==> config.mk <==
export PLATFORM = sky130hd
export DESIGN_NAME = nearest_neighbor_waypoint_tour
export DESIGN_NICKNAME = d
export VERILOG_FILES = /design/src/rtl/nnwt_pkg.sv /design/src/rtl/nearest_neighbor_waypoint_tour.sv /design/src/rtl/nnwt_ram.sv /design/src/rtl/nnwt_front.sv /design/src/rtl/nnwt_back.sv
export VERILOG_INCLUDE_DIRS = /design/src /design/src/rtl
export SDC_FILE = /design/constraint.sdc
export NUM_CORES = 2
export LEC_CHECK = 0
export ABC_AREA = 1
export BUFFER_PORTS_ARGS = -buffer_cell sky130_fd_sc_hd__buf_2
export CORE_MARGIN = 2
export CORE_UTILIZATION = 50
export DETAILED_ROUTE_END_ITERATION = 8
export PLACE_DENSITY = 0.79
export SETUP_SLACK_MARGIN = 0.1
export SLEW_MARGIN = 15
export SYNTH_ARGS = -nofsm -noshare
export SYNTH_HDL_FRONTEND = slang
export SYNTH_HIERARCHICAL = 1
export SYNTH_SLANG_ARGS = --single-unit
==> constraint.sdc <==
create_clock -name clk -period 6.9 [get_ports clk]
set_input_delay 1.38 -clock clk [delete_from_list [all_inputs] [get_ports clk]]
set_output_delay 1.38 -clock clk [all_outputs]
set_load 0.1 [all_outputs]
==> src/rtl/nearest_neighbor_waypoint_tour_assert.svh <==
// Assertion macros used by the waypoint tour back end RTL.
`ifndef NEAREST_NEIGHBOR_WAYPOINT_TOUR_ASSERT_SVH
`define NEAREST_NEIGHBOR_WAYPOINT_TOUR_ASSERT_SVH

// Same-cycle implication, disabled during reset.
`define NNWT_ASSERT_NOW(label, clk, rst_n, ante, cons, msg) \
    label: assert property (@(posedge clk) disable iff (!rst_n) (ante) |-> (cons)) \
        else $error(msg);

// Next-cycle implication, disabled during reset.
`define NNWT_ASSERT_NEXT(label, clk, rst_n, ante, cons, msg) \
    label: assert property (@(posedge clk) disable iff (!rst_n) (ante) |=> (cons)) \
        else $error(msg);

`endif

==> src/rtl/nnwt_pkg.sv <==
// Shared constants and types for the waypoint tour block.
package nnwt_pkg;

    localparam int MAX_POINTS = 64;
    localparam int COORD_BITS = 16;
    localparam int IDX_W      = $clog2(MAX_POINTS);
    localparam int CNT_W      = $clog2(MAX_POINTS + 1);
    localparam int RADIUS_W   = 16;
    localparam int R2_W       = 2 * RADIUS_W;
    localparam int SQ_W       = 2 * COORD_BITS + 1;
    localparam int SUM_W      = SQ_W + 1;
    localparam int DIST_W     = (SUM_W > R2_W) ? SUM_W : R2_W;
    localparam int RAM_W      = 2 * COORD_BITS;

    localparam logic [RADIUS_W-1:0] RADIUS_RESET = RADIUS_W'(30);

    localparam logic [2:0] OP_ADD  = 3'd0;
    localparam logic [2:0] OP_LIST = 3'd1;
    localparam logic [2:0] OP_POS  = 3'd2;
    localparam logic [2:0] OP_TICK = 3'd3;
    localparam logic [2:0] OP_DONE = 3'd4;

    localparam logic KIND_WAYPOINT = 1'b0;
    localparam logic KIND_HOME     = 1'b1;

    typedef struct packed {
        logic [2:0]                   op;
        logic signed [COORD_BITS-1:0] x;
        logic signed [COORD_BITS-1:0] y;
    } cmd_t;

endpackage

==> src/rtl/nearest_neighbor_waypoint_tour.sv <==
// Top level of the greedy nearest-neighbor waypoint tour planner.
// Items carry an operation (add point, list complete, position update, tick, tour done)
// and a coordinate pair in signed 0.1 m units. Up to 64 points are kept in a single RAM.
// Add, list-complete and position items pass through the front queue and take effect
// when the back end accepts them. A tick with a known position sweeps the stored points
// once for visit marking. The first tick that finds the list complete, a position known
// and points stored first builds the tour: each waypoint needs one pass over the stored
// points through a four-stage distance pipeline fed by the RAM read port, and one
// waypoint leaves the output register per pass, so a tour over n unvisited points takes
// n passes. After a build, a tour-done item either replans the same way over the points
// left or returns one return-home result; before a build it is dropped. The front queue
// holds two items, so items can be accepted while the back end is busy or the output is
// stalled. The visit radius register (cfg_data) may be rewritten only while the block is
// idle; it resets to 30.
module nearest_neighbor_waypoint_tour (
    input  logic                                   clk,
    input  logic                                   rst_n,
    input  logic                                   in_valid,
    output logic                                   in_ready,
    input  logic [2:0]                             operation,
    input  logic signed [nnwt_pkg::COORD_BITS-1:0] coord_x,
    input  logic signed [nnwt_pkg::COORD_BITS-1:0] coord_y,
    input  logic                                   cfg_valid,
    output logic                                   cfg_ready,
    input  logic [nnwt_pkg::RADIUS_W-1:0]          cfg_data,
    output logic                                   out_valid,
    input  logic                                   out_ready,
    output logic                                   kind,
    output logic signed [nnwt_pkg::COORD_BITS-1:0] waypoint_x,
    output logic signed [nnwt_pkg::COORD_BITS-1:0] waypoint_y,
    output logic                                   last_of_run
);

    logic                          cmd_valid;
    logic                          cmd_ready;
    nnwt_pkg::cmd_t                cmd;
    logic [nnwt_pkg::RADIUS_W-1:0] radius;

    // front: accepts items, drops unknown ops, queues commands
    nnwt_front u_front (
        .clk          (clk),
        .rst_n        (rst_n),
        .in_valid     (in_valid),
        .in_ready     (in_ready),
        .operation    (operation),
        .coord_x      (coord_x),
        .coord_y      (coord_y),
        .cfg_valid    (cfg_valid),
        .cfg_ready    (cfg_ready),
        .cfg_data     (cfg_data),
        .radius       (radius),
        .cmd_valid    (cmd_valid),
        .cmd_ready    (cmd_ready),
        .cmd          (cmd)
    );

    // back: point store, tour build, visit marking, result register
    nnwt_back u_back (
        .clk         (clk),
        .rst_n       (rst_n),
        .cmd_valid   (cmd_valid),
        .cmd_ready   (cmd_ready),
        .cmd         (cmd),
        .radius      (radius),
        .out_valid   (out_valid),
        .out_ready   (out_ready),
        .kind        (kind),
        .waypoint_x  (waypoint_x),
        .waypoint_y  (waypoint_y),
        .last_of_run (last_of_run)
    );

endmodule

==> src/rtl/nnwt_ram.sv <==
// Generic single-write, single-read RAM with registered read data.
module nnwt_ram #(
    parameter int WIDTH = 32,
    parameter int DEPTH = 64
) (
    input  logic                     clk,
    input  logic                     we,
    input  logic [$clog2(DEPTH)-1:0] waddr,
    input  logic [WIDTH-1:0]         wdata,
    input  logic [$clog2(DEPTH)-1:0] raddr,
    output logic [WIDTH-1:0]         rdata
);

    logic [WIDTH-1:0] mem_reg [DEPTH];

    always_ff @(posedge clk)
    begin
        if (we)
        begin
            mem_reg[waddr] <= wdata;
        end
        rdata <= mem_reg[raddr];
    end

endmodule

==> src/rtl/nnwt_front.sv <==
// Front end: input handshake, op classification, command queue, radius register.
module nnwt_front (
    input  logic                                clk,
    input  logic                                rst_n,
    input  logic                                in_valid,
    output logic                                in_ready,
    input  logic [2:0]                          operation,
    input  logic signed [nnwt_pkg::COORD_BITS-1:0] coord_x,
    input  logic signed [nnwt_pkg::COORD_BITS-1:0] coord_y,
    input  logic                                cfg_valid,
    output logic                                cfg_ready,
    input  logic [nnwt_pkg::RADIUS_W-1:0]       cfg_data,
    output logic [nnwt_pkg::RADIUS_W-1:0]       radius,
    output logic                                cmd_valid,
    input  logic                                cmd_ready,
    output nnwt_pkg::cmd_t                      cmd
);

    logic [nnwt_pkg::RADIUS_W-1:0] radius_reg;
    nnwt_pkg::cmd_t                q_reg [2];
    logic                          wptr_reg;
    logic                          rptr_reg;
    logic [1:0]                    cnt_reg;
    logic                          push;
    logic                          pop;
    logic                          known_op;

    assign cfg_ready = 1'b1;
    assign radius    = radius_reg;
    assign in_ready  = (cnt_reg != 2'd2);
    assign known_op  = operation inside {[nnwt_pkg::OP_ADD:nnwt_pkg::OP_DONE]};
    // unknown codes are consumed here and never reach the back end
    assign push      = in_valid && in_ready && known_op;
    assign cmd_valid = (cnt_reg != 2'd0);
    assign cmd       = q_reg[rptr_reg];
    assign pop       = cmd_valid && cmd_ready;

    always_ff @(posedge clk or negedge rst_n)
    begin
        if (!rst_n)
        begin
            radius_reg <= nnwt_pkg::RADIUS_RESET;
            wptr_reg   <= 1'b0;
            rptr_reg   <= 1'b0;
            cnt_reg    <= 2'd0;
        end
        else
        begin
            if (cfg_valid)
            begin
                radius_reg <= cfg_data;
            end
            if (push)
            begin
                wptr_reg <= ~wptr_reg;
            end
            if (pop)
            begin
                rptr_reg <= ~rptr_reg;
            end
            if (push && !pop)
            begin
                cnt_reg <= cnt_reg + 2'd1;
            end
            else if (pop && !push)
            begin
                cnt_reg <= cnt_reg - 2'd1;
            end
        end
    end

    always_ff @(posedge clk)
    begin
        if (push)
        begin
            q_reg[wptr_reg] <= '{op: operation, x: coord_x, y: coord_y};
        end
    end

endmodule

==> src/rtl/nnwt_back.sv <==
// Back end: point store, tour builder, visit marking and result register.
`include "nearest_neighbor_waypoint_tour_assert.svh"

module nnwt_back (
    input  logic                                   clk,
    input  logic                                   rst_n,
    input  logic                                   cmd_valid,
    output logic                                   cmd_ready,
    input  nnwt_pkg::cmd_t                         cmd,
    input  logic [nnwt_pkg::RADIUS_W-1:0]          radius,
    output logic                                   out_valid,
    input  logic                                   out_ready,
    output logic                                   kind,
    output logic signed [nnwt_pkg::COORD_BITS-1:0] waypoint_x,
    output logic signed [nnwt_pkg::COORD_BITS-1:0] waypoint_y,
    output logic                                   last_of_run
);

    localparam int CB = nnwt_pkg::COORD_BITS;

    localparam logic [1:0] ST_IDLE = 2'd0;
    localparam logic [1:0] ST_SCAN = 2'd1;
    localparam logic [1:0] ST_EMIT = 2'd2;
    localparam logic [1:0] ST_RET  = 2'd3;

    logic [1:0]                     state_reg;
    logic [nnwt_pkg::CNT_W-1:0]     count_reg;
    logic [nnwt_pkg::CNT_W-1:0]     unv_reg;
    logic [nnwt_pkg::CNT_W-1:0]     prev_reg;
    logic [nnwt_pkg::CNT_W-1:0]     left_reg;
    logic [nnwt_pkg::CNT_W-1:0]     scan_idx_reg;
    logic [nnwt_pkg::MAX_POINTS-1:0] visited_reg;
    logic [nnwt_pkg::MAX_POINTS-1:0] taken_reg;
    logic                           complete_reg;
    logic                           known_reg;
    logic                           built_reg;
    logic                           mark_pend_reg;
    logic                           mode_build_reg;
    logic                           found_reg;
    logic                           out_valid_reg;
    logic                           va_reg;
    logic                           vb_reg;
    logic                           vc_reg;
    logic [nnwt_pkg::IDX_W-1:0]     ia_reg;
    logic [nnwt_pkg::IDX_W-1:0]     ib_reg;
    logic [nnwt_pkg::IDX_W-1:0]     ic_reg;
    logic [nnwt_pkg::IDX_W-1:0]     best_idx_reg;

    logic signed [CB-1:0]           vx_reg, vy_reg;
    logic signed [CB-1:0]           cx_reg, cy_reg;
    logic signed [CB-1:0]           pxb_reg, pyb_reg, pxc_reg, pyc_reg;
    logic signed [CB:0]             dxb_reg, dyb_reg;
    logic [nnwt_pkg::SQ_W-1:0]      sqx_reg, sqy_reg;
    logic [nnwt_pkg::DIST_W-1:0]    best_dist_reg;
    logic [nnwt_pkg::R2_W-1:0]      r2_reg;
    logic signed [CB-1:0]           best_x_reg, best_y_reg;
    logic                           out_kind_reg, out_last_reg;
    logic signed [CB-1:0]           out_x_reg, out_y_reg;

    logic [nnwt_pkg::RAM_W-1:0]     rdata;
    logic signed [CB-1:0]           rx, ry;
    logic                           ram_we;
    logic [nnwt_pkg::IDX_W-1:0]     scan_addr;
    logic                           issuing;
    logic                           skip;
    logic                           scan_done;
    logic [nnwt_pkg::DIST_W-1:0]    sum_sq;
    logic [nnwt_pkg::DIST_W-1:0]    r2_ext;
    logic                           out_free;
    logic                           start_build;
    logic                           emit_wp;
    logic                           emit_home;

    assign cmd_ready = (state_reg == ST_IDLE);
    assign scan_addr = scan_idx_reg[nnwt_pkg::IDX_W-1:0];
    assign issuing   = (state_reg == ST_SCAN) && (scan_idx_reg < count_reg);
    assign skip      = visited_reg[scan_addr] || (mode_build_reg && taken_reg[scan_addr]);
    assign scan_done = (state_reg == ST_SCAN) && !issuing && !va_reg && !vb_reg && !vc_reg;
    assign sum_sq    = nnwt_pkg::DIST_W'(sqx_reg) + nnwt_pkg::DIST_W'(sqy_reg);
    assign r2_ext    = nnwt_pkg::DIST_W'(r2_reg);
    assign rx        = rdata[nnwt_pkg::RAM_W-1:CB];
    assign ry        = rdata[CB-1:0];
    assign ram_we    = (state_reg == ST_IDLE) && cmd_valid && (cmd.op == nnwt_pkg::OP_ADD)
                       && (count_reg < nnwt_pkg::CNT_W'(nnwt_pkg::MAX_POINTS));
    assign out_free  = !out_valid_reg || out_ready;
    assign emit_wp   = (state_reg == ST_EMIT) && out_free;
    assign emit_home = (state_reg == ST_RET) && out_free;

    // TICK starts a build on the first tick that has everything it needs; DONE starts a replan after a build
    assign start_build = (state_reg == ST_IDLE) && cmd_valid &&
        (((cmd.op == nnwt_pkg::OP_TICK) && !built_reg && complete_reg && known_reg
          && (count_reg != '0)) ||
         ((cmd.op == nnwt_pkg::OP_DONE) && built_reg && (unv_reg != '0)
          && (unv_reg < prev_reg)));

    nnwt_ram #(
        .WIDTH (nnwt_pkg::RAM_W),
        .DEPTH (nnwt_pkg::MAX_POINTS)
    ) u_store (
        .clk   (clk),
        .we    (ram_we),
        .waddr (count_reg[nnwt_pkg::IDX_W-1:0]),
        .wdata ({cmd.x, cmd.y}),
        .raddr (scan_addr),
        .rdata (rdata)
    );

    always_ff @(posedge clk or negedge rst_n)
    begin
        if (!rst_n)
        begin
            state_reg      <= ST_IDLE;
            count_reg      <= '0;
            unv_reg        <= '0;
            prev_reg       <= '0;
            left_reg       <= '0;
            scan_idx_reg   <= '0;
            visited_reg    <= '0;
            taken_reg      <= '0;
            complete_reg   <= 1'b0;
            known_reg      <= 1'b0;
            built_reg      <= 1'b0;
            mark_pend_reg  <= 1'b0;
            mode_build_reg <= 1'b0;
            found_reg      <= 1'b0;
            out_valid_reg  <= 1'b0;
            va_reg         <= 1'b0;
            vb_reg         <= 1'b0;
            vc_reg         <= 1'b0;
            vx_reg         <= '0;
            vy_reg         <= '0;
        end
        else
        begin
            if (out_valid_reg && out_ready && !emit_wp && !emit_home)
            begin
                out_valid_reg <= 1'b0;
            end
            va_reg <= issuing && !skip;
            vb_reg <= va_reg;
            vc_reg <= vb_reg;
            if (issuing)
            begin
                scan_idx_reg <= scan_idx_reg + nnwt_pkg::CNT_W'(1);
            end
            // final scan stage
            if (vc_reg)
            begin
                if (mode_build_reg)
                begin
                    if (!found_reg || (sum_sq < best_dist_reg))
                    begin
                        found_reg <= 1'b1;
                    end
                end
                else if (sum_sq <= r2_ext)
                begin
                    visited_reg[ic_reg] <= 1'b1;
                    unv_reg             <= unv_reg - nnwt_pkg::CNT_W'(1);
                end
            end

            case (state_reg)
                ST_IDLE:
                begin
                    if (cmd_valid)
                    begin
                        case (cmd.op)
                            nnwt_pkg::OP_ADD:
                            begin
                                if (ram_we)
                                begin
                                    visited_reg[count_reg[nnwt_pkg::IDX_W-1:0]] <= 1'b0;
                                    count_reg <= count_reg + nnwt_pkg::CNT_W'(1);
                                    unv_reg   <= unv_reg + nnwt_pkg::CNT_W'(1);
                                end
                            end
                            nnwt_pkg::OP_LIST:
                            begin
                                complete_reg <= 1'b1;
                            end
                            nnwt_pkg::OP_POS:
                            begin
                                vx_reg    <= cmd.x;
                                vy_reg    <= cmd.y;
                                known_reg <= 1'b1;
                            end
                            nnwt_pkg::OP_TICK:
                            begin
                                if (start_build)
                                begin
                                    built_reg <= 1'b1;
                                    prev_reg  <= unv_reg;
                                end
                                if (start_build && (unv_reg != '0))
                                begin
                                    // marking follows the build
                                    mark_pend_reg  <= 1'b1;
                                    taken_reg      <= '0;
                                    left_reg       <= unv_reg;
                                    mode_build_reg <= 1'b1;
                                    found_reg      <= 1'b0;
                                    scan_idx_reg   <= '0;
                                    state_reg      <= ST_SCAN;
                                end
                                else if (known_reg)
                                begin
                                    mode_build_reg <= 1'b0;
                                    mark_pend_reg  <= 1'b0;
                                    scan_idx_reg   <= '0;
                                    state_reg      <= ST_SCAN;
                                end
                            end
                            nnwt_pkg::OP_DONE:
                            begin
                                mark_pend_reg <= 1'b0;
                                if (start_build)
                                begin
                                    prev_reg       <= unv_reg;
                                    taken_reg      <= '0;
                                    left_reg       <= unv_reg;
                                    mode_build_reg <= 1'b1;
                                    found_reg      <= 1'b0;
                                    scan_idx_reg   <= '0;
                                    state_reg      <= ST_SCAN;
                                end
                                else if (built_reg)
                                begin
                                    state_reg <= ST_RET;
                                end
                            end
                            default:
                            begin
                            end
                        endcase
                    end
                end
                ST_SCAN:
                begin
                    if (scan_done)
                    begin
                        state_reg <= mode_build_reg ? ST_EMIT : ST_IDLE;
                    end
                end
                ST_EMIT:
                begin
                    if (emit_wp)
                    begin
                        out_valid_reg           <= 1'b1;
                        taken_reg[best_idx_reg] <= 1'b1;
                        left_reg                <= left_reg - nnwt_pkg::CNT_W'(1);
                        found_reg               <= 1'b0;
                        scan_idx_reg            <= '0;
                        if (left_reg != nnwt_pkg::CNT_W'(1))
                        begin
                            state_reg <= ST_SCAN;
                        end
                        else if (mark_pend_reg)
                        begin
                            // tour done, now the tick's visit marking
                            mode_build_reg <= 1'b0;
                            mark_pend_reg  <= 1'b0;
                            state_reg      <= ST_SCAN;
                        end
                        else
                        begin
                            state_reg <= ST_IDLE;
                        end
                    end
                end
                ST_RET:
                begin
                    if (emit_home)
                    begin
                        out_valid_reg <= 1'b1;
                        state_reg     <= ST_IDLE;
                    end
                end
                default:
                begin
                    state_reg <= ST_IDLE;
                end
            endcase
        end
    end

    // datapath, no reset
    always_ff @(posedge clk)
    begin
        r2_reg  <= radius * radius;
        ia_reg  <= scan_addr;
        ib_reg  <= ia_reg;
        ic_reg  <= ib_reg;
        pxb_reg <= rx;
        pyb_reg <= ry;
        dxb_reg <= $signed({rx[CB-1], rx}) - $signed({cx_reg[CB-1], cx_reg});
        dyb_reg <= $signed({ry[CB-1], ry}) - $signed({cy_reg[CB-1], cy_reg});
        pxc_reg <= pxb_reg;
        pyc_reg <= pyb_reg;
        sqx_reg <= nnwt_pkg::SQ_W'(dxb_reg * dxb_reg);
        sqy_reg <= nnwt_pkg::SQ_W'(dyb_reg * dyb_reg);
        if (state_reg == ST_IDLE)
        begin
            cx_reg <= (cmd.op == nnwt_pkg::OP_POS) ? cmd.x : vx_reg;
            cy_reg <= (cmd.op == nnwt_pkg::OP_POS) ? cmd.y : vy_reg;
        end
        else if (emit_wp)
        begin
            cx_reg <= (left_reg != nnwt_pkg::CNT_W'(1)) ? best_x_reg : vx_reg;
            cy_reg <= (left_reg != nnwt_pkg::CNT_W'(1)) ? best_y_reg : vy_reg;
        end
        if (vc_reg && mode_build_reg && (!found_reg || (sum_sq < best_dist_reg)))
        begin
            best_dist_reg <= sum_sq;
            best_idx_reg  <= ic_reg;
            best_x_reg    <= pxc_reg;
            best_y_reg    <= pyc_reg;
        end
        if (emit_wp)
        begin
            out_kind_reg <= nnwt_pkg::KIND_WAYPOINT;
            out_x_reg    <= best_x_reg;
            out_y_reg    <= best_y_reg;
            out_last_reg <= (left_reg == nnwt_pkg::CNT_W'(1));
        end
        else if (emit_home)
        begin
            out_kind_reg <= nnwt_pkg::KIND_HOME;
            out_x_reg    <= '0;
            out_y_reg    <= '0;
            out_last_reg <= 1'b1;
        end
    end

    assign out_valid   = out_valid_reg;
    assign kind        = out_kind_reg;
    assign waypoint_x  = out_x_reg;
    assign waypoint_y  = out_y_reg;
    assign last_of_run = out_last_reg;

    `NNWT_ASSERT_NOW(a_unv_bound, clk, rst_n, 1'b1, unv_reg <= count_reg,
        "unvisited count exceeds point count")
    `NNWT_ASSERT_NOW(a_built_ok, clk, rst_n, built_reg, complete_reg && known_reg,
        "tour built without list or position")
    `NNWT_ASSERT_NOW(a_emit_left, clk, rst_n, state_reg == ST_EMIT,
        found_reg && (left_reg != '0), "emit without a chosen point")
    `NNWT_ASSERT_NEXT(a_home_out, clk, rst_n, emit_home,
        out_valid_reg && (out_kind_reg == nnwt_pkg::KIND_HOME) && out_last_reg,
        "return home result not presented")

endmodule

### After elaboration in Yosys (flattened, before gate mapping)

Memories as Yosys holds them, arrays and structs flattened. A register that Yosys moved wholly into a read port is not among the register bits.
Index checks and enable logic that the tools add are counted.
Widths: inputs -> output; s select.

| storage, ports and cells | value |
|---|---|
| output and inout bits | 37 |
| bits in writable memories | 2,118 |
| word-level logic and storage cells | 275 |
| register bits after elaboration | 579 |
| memories kept | 2 |
| bits of input ports | 56 |

Memories:

| memory | depth | bits a word | rd ports | clocked after Yosys merged registers in | write ports | line | text |
|---|---|---|---|---|---|---|---|
| u_back.u_store.mem_reg | 64 | 32 | 1 | 1 | 1 | nnwt_ram.sv:14 | `logic [WIDTH-1:0] mem_reg [DEPTH];` |
| u_front.q_reg | 2 | 35 | 1 | 0 | 1 | nnwt_front.sv:20 | `nnwt_pkg::cmd_t q_reg [2];` |

| cells by class | value |
|---|---|
| multipliers | 3 |
| add/subtract/negate cells | 10 |
| reduce and logical (&&, ||, !) cells | 70 |
| muxes and demuxes | 103 |
| equal/unequal tests | 21 |
| bitwise gates (word level) | 6 |
| magnitude comparators | 14 |

Operators with widths:

| kind | number |
|---|---|
| $mux 64 | 11 |
| $pmux 64 s2 | 2 |
| $mux 16 | 11 |
| $or 64x64->64 | 2 |
| $mux 7 | 17 |
| $mul 17x17->33 | 2 |
| $and 64x64->64 | 1 |
| $not 64->64 | 1 |
| $pmux 7 s2 | 4 |
| $add 33x33->34 | 1 |
| $le 34x32->1 | 1 |
| $logic_and 1x1->1 | 34 |
| $lt 34x34->1 | 1 |
| $sub 16x16->17 | 2 |
| $mul 16x16->32 | 1 |
| $mux 1 | 32 |
| $lt 6x7->1 const B | 4 |
| $mux 2 | 12 |
| $add 7x1->7 const B | 3 |
| $demux 1 s6 | 3 |
| $ge 6x1->1 const B | 3 |
| $lt 7x7->1 | 2 |
| $pmux 1 s2 | 7 |
| $reduce_bool 7->1 | 2 |
| other kinds (36) | 68 |

### Logic depth before layout (Yosys ltp)

| logic depth | value |
|---|---|
| word-level depth | 13 |
| gate-level depth with buffers | 31 |
| gate-level depth less buffers | 29 |

### By module

Netlist, hierarchy kept.

By module, submodules not included:

| module | sequential area each (um^2) | instances | cells an instance | area each (um^2) |
|---|---|---|---|---|
| nnwt_ram | 62,139.6 | 1 | 6,785 | 82,785.6 |
| nnwt_back | 13,538.0 | 1 | 5,887 | 51,847.2 |
| nnwt_front | 2,607.5 | 1 | 250 | 3,435.8 |

### Worst setup path after synthesis

OpenSTA, ideal clock, no wires.

| timing path | value |
|---|---|
| kind | register to register |
| start point | register u_back/sqx_reg[3] (netlist name) |
| end point | register u_back/best_dist_reg[0] (netlist name), enable pin |
| stages on the path, launching flop included | 20 |
| setup slack | 138 ps |
| library setup time | 526 ps |
| arrival time | 6,237 ps |
| period minus slack after synthesis | 6,762 ps |
| buffers on the path | 0 |
| required time | 6,374 ps |
| cells stage by stage | dfxtp_1 ha_1 a21o_1 nand3_1 o21ai_2 inv_1 o21ai_0 a21oi_1 inv_1 a21oi_1 o21ai_0 xor2_1 ha_1 nand2_1 nor2_1 nand2_1 o211ai_1 o21ai_0 nand4_1 a21oi_1 |

| between the ends | value |
|---|---|
| longest elaborated chain between the ends | 4 |

RTL lines:

| what | line | text |
|---|---|---|
| start: declaration | nnwt_back.sv:53 | `logic [nnwt_pkg::SQ_W-1:0] sqx_reg, sqy_reg;` |
| start signal: assignment | nnwt_back.sv:300 | `sqx_reg <= nnwt_pkg::SQ_W'(dxb_reg * dxb_reg);` |
| $add 33x33->34 | nnwt_back.sv:79 | `assign sum_sq = nnwt_pkg::DIST_W'(sqx_reg) + nnwt_pkg::DIST_W'(sqy_reg);` |
| net u_back.sum_sq (one bit) | nnwt_back.sv:67 | `logic [nnwt_pkg::DIST_W-1:0] sum_sq;` |
| $lt 34x34->1 | nnwt_back.sv:312 | `if (vc_reg && mode_build_reg && (!found_reg \|\| (sum_sq < best_dist_reg)))` |
| $logic_or 1x1->1 | nnwt_back.sv:312 |  |
| $logic_and 1x1->1 | nnwt_back.sv:312 |  |
| end signal: assignment | nnwt_back.sv:314 | `best_dist_reg <= sum_sq;` |
| end: declaration | nnwt_back.sv:54 | `logic [nnwt_pkg::DIST_W-1:0] best_dist_reg;` |

The timed path passes the listed nets, and every way through them passes these cells.
A chain may end at the register's enable or synchronous reset.

### Final worst setup path

| timing path | value |
|---|---|
| start point | register u_back.dyb_reg[4] |
| end point | register u_back/sqy_reg[30] (netlist name) |

| between the ends | value |
|---|---|
| longest elaborated chain between the ends | 1 |

RTL lines:

| what | line | text |
|---|---|---|
| start: declaration | nnwt_back.sv:52 | `logic signed [CB:0] dxb_reg, dyb_reg;` |
| start signal: assignment | nnwt_back.sv:297 | `dyb_reg <= $signed({ry[CB-1], ry}) - $signed({cy_reg[CB-1], cy_reg});` |
| $mul 17x17->33 | nnwt_back.sv:301 | `sqy_reg <= nnwt_pkg::SQ_W'(dyb_reg * dyb_reg);` |
| end signal: assignment | nnwt_back.sv:301 |  |
| end: declaration | nnwt_back.sv:53 |  |

No other way between the ends.

==> flow_summary.yaml <==
timing:
  fmax_ghz: 0.158
  finClkSkew_ns: 0.0875
  maxSlewViolCount: 0
  fin_ws_ns: 0.581
  rsz0062_at_grt: "no"
  hold_violations: 0
  tightestPinTransition_ns: 1.28
  tns_ns: 0
  finalCritPeriodShare: 0.916
  setup_viol: 0
  slew_headroom: 0.145
  min_period_ns: 6.32
placement:
  gp_congestion: 0.930
  dp.cells: 16200
  port_buffers: 91
  post-dp-hpwl_um: 218000
  pre_cts_ws_ns: 0.694
detailed_routing:
  drt-initial-drc-count: 13300
  drcViolationCount: 0
  drt_wl_total_um: 359000
  vias: 96400
  wire_per_inst_um: 21.4
  first_pass_iters: 9
  drtAntennaViolNets: 0
  avgViaCountPerCell: 5.75
flow_run:
  maxCapViolations: 0
grt:
  grt_max_degree: 213
  grt_usage: 0.252
  overflow: 0
  grt_pass1_vias: 93800
  grt_pass1_wl_um: 543000
  grt_antenna_before_repair: 12
clock_network:
  root_buffer: "clkbuf_16"
  hold_buffers: 0
  clk_pin_slew_ns: 0.06
  cts_tree: "built"
  post_cts_buffers: 0
  cts_buffers: 286
  cts_sinks: 2726
  cts.repair.resized: 0
  max-clock-path-buffers: 4
  htreeDepth: 5
  clk_latency_ns: 0.96
synthesis:
  synth_commonest_cells: "nand2_1, edfxtp_1, nand3_1"
  yosysTopAreaCell: "edfxtp_1"
  synth.yosys.seq_area_share: 0.567
  avgSynthCellArea_um2: 10.7
  syn_nets: 14100
  yosys_warnings: 6
  netlist.area_leader.share: 0.490
  synth_seq_cells: 2726
  synth-edff-count: 2255
  ys_top_cells_by_area: "edfxtp_1, fa_1, nand2_1"
  ys.flop_type: "edfxtp_1"
  synth_area_mm2: 0.138
  synth_cell_types: 69
  syn_inst: 12900
  async_flop_share: 0.0833
  synth.most_common_cell: "nand2_1"
min_path:
  min_from: "u_back/pxb_reg[6]"
  hold_depth: 0
  min_path_type: "flip-flop to flip-flop"
  holdPathEnd: "u_back/pxc_reg[6]"
critical_path:
  worstSetupPathType: "flip-flop to flip-flop"
  startpoint: "u_back/dyb_reg[4]"
  startpoint_type: "flip-flop"
  end_kind: "flip-flop"
  ff2ff_path_depth: 21
  r2r_setup_slack_ns: 0.58
  crit_fanout: 18
  r2r-start: "u_back/dyb_reg[4]"
  arrival_ns: 7.08
  reg2reg_to: "u_back/sqy_reg[30]"
  worstPathRequired_ns: 7.66
outcome:
  status: "finished, final reports clean"
final_layout:
  drive_above_1_share: 0.0648
  layout.cells.non_filler: 16800
  area_growth_syn_to_layout_pct: 9.54
  largest_reg_flops: 2048
  num-nets-final: 14000
floorplan:
  num_rows: 192
  die_height_um: 529
  die_area_mm2: 0.280
  core-area_mm2: 0.274
  dieWidth_um: 529
  initial_core_util: 0.504
  ios: 93
-- cells in the final DEF (no fill, tap or decap), types with 58 or more instances in the layout --
cell / Yosys / routed
nor2_1: 421 / 357
nor2_4: 2 / 64
dfxtp_1: 244 / 244
ha_1: 417 / 417
buf_2: 261 / 90
clkinv_1: 2 / 58
o21a_1: 63 / 63
nand4_1: 100 / 100
inv_1: 1525 / 1523
nand3_1: 2010 / 2010
xor2_1: 124 / 124
edfxtp_1: 2255 / 2255
o21ai_0: 197 / 197
clkbuf_1: 255 / 61
nand2_1: 3207 / 3175
fa_1: 698 / 698
dfrtp_1: 223 / 218
buf_4: 46 / 180
nor3_1: 89 / 85
clkbuf_16: 0 / 293
a21oi_1: 366 / 365
xnor2_1: 74 / 74
-- final cells by class --
cell class                 count  area, um2
antenna                       11       27.5
clock buffer                 360       7640
clock inverter               135       1090
fill                       21600     123000
inverter                    1541       5820
multi-input combinational   8005      51500
sequential                  2726      78300
tap                         3686       4610
timing repair buffer         293       2260
-- routing by layer --
metal / global-route usage / up-vias / part of all wire
met3: 0.0578 / 844 / 0.13
li1: - / 42800 / -
met1: 0.338 / 46800 / 0.37
met2: 0.394 / 5973 / 0.46
met4: 0.108 / 4 / 0.043
met5: 0 / - / 0.000086
-- worst max-delay path by stage --
stage	end	slack, ns	cells past startpoint
final	u_back/sqy_reg[30]	0.58	21
after global routing	u_back/sqy_reg[30]	0.24	21
after CTS	u_back/sqy_reg[30]	0.67	21
after detailed placement	u_back/sqy_reg[32]	0.69	21
after global placement	u_back/sqy_reg[30]	0.81	21
after floorplan	u_back/best_dist_reg[0]	0.14	19
-- stage by stage --
| stage | area (um2) | hold WS [ns] | utilization |
|---|---|---|---|
| 2_1_floorplan | 138000 | 0.310 | - |
| 3_3_place_gp | 142000 | 0.310 | 0.520 |
| 3_5_place_dp | 142000 | 0.312 | 0.520 |
| 4_1_cts | 151000 | 0.258 | 0.551 |
| 5_1_grt | 151000 | 0.274 | 0.552 |
| 6_report | 151000 | 0.259 | 0.552 |
-- cell families after synthesis --
family / share of synthesized area
xor gates and xnor gates: 0.0126
muxes: 0.00158
AOI/OAI and AO/OA: 0.0333
other: 0.0000272
and+or+nand+nor: 0.182
adders and majority gates: 0.139
buffers and inverters: 0.0645
DFF: 0.567
-- worst max-delay path: stages (launching register included) --
cell,delay (ns)
dfxtp_1,0.88
nand2_1,0.13
inv_1,0.10
fa_1,0.51
fa_1,0.57
inv_1,0.19
fa_1,0.54
inv_1,0.05
fa_1,0.53
inv_1,0.05
fa_1,0.47
inv_1,0.05
fa_1,0.44
ha_1,0.37
nand2_1,0.10
nor2_1,0.11
inv_1,0.06
nor3_1,0.27
o21ai_0,0.18
nand3_1,0.27
a31oi_1,0.14
xor2_1,0.16
Power is left out: the tool's default activity adds up to more than one toggle a clock period on the data nets, which glitch-free logic cannot reach.
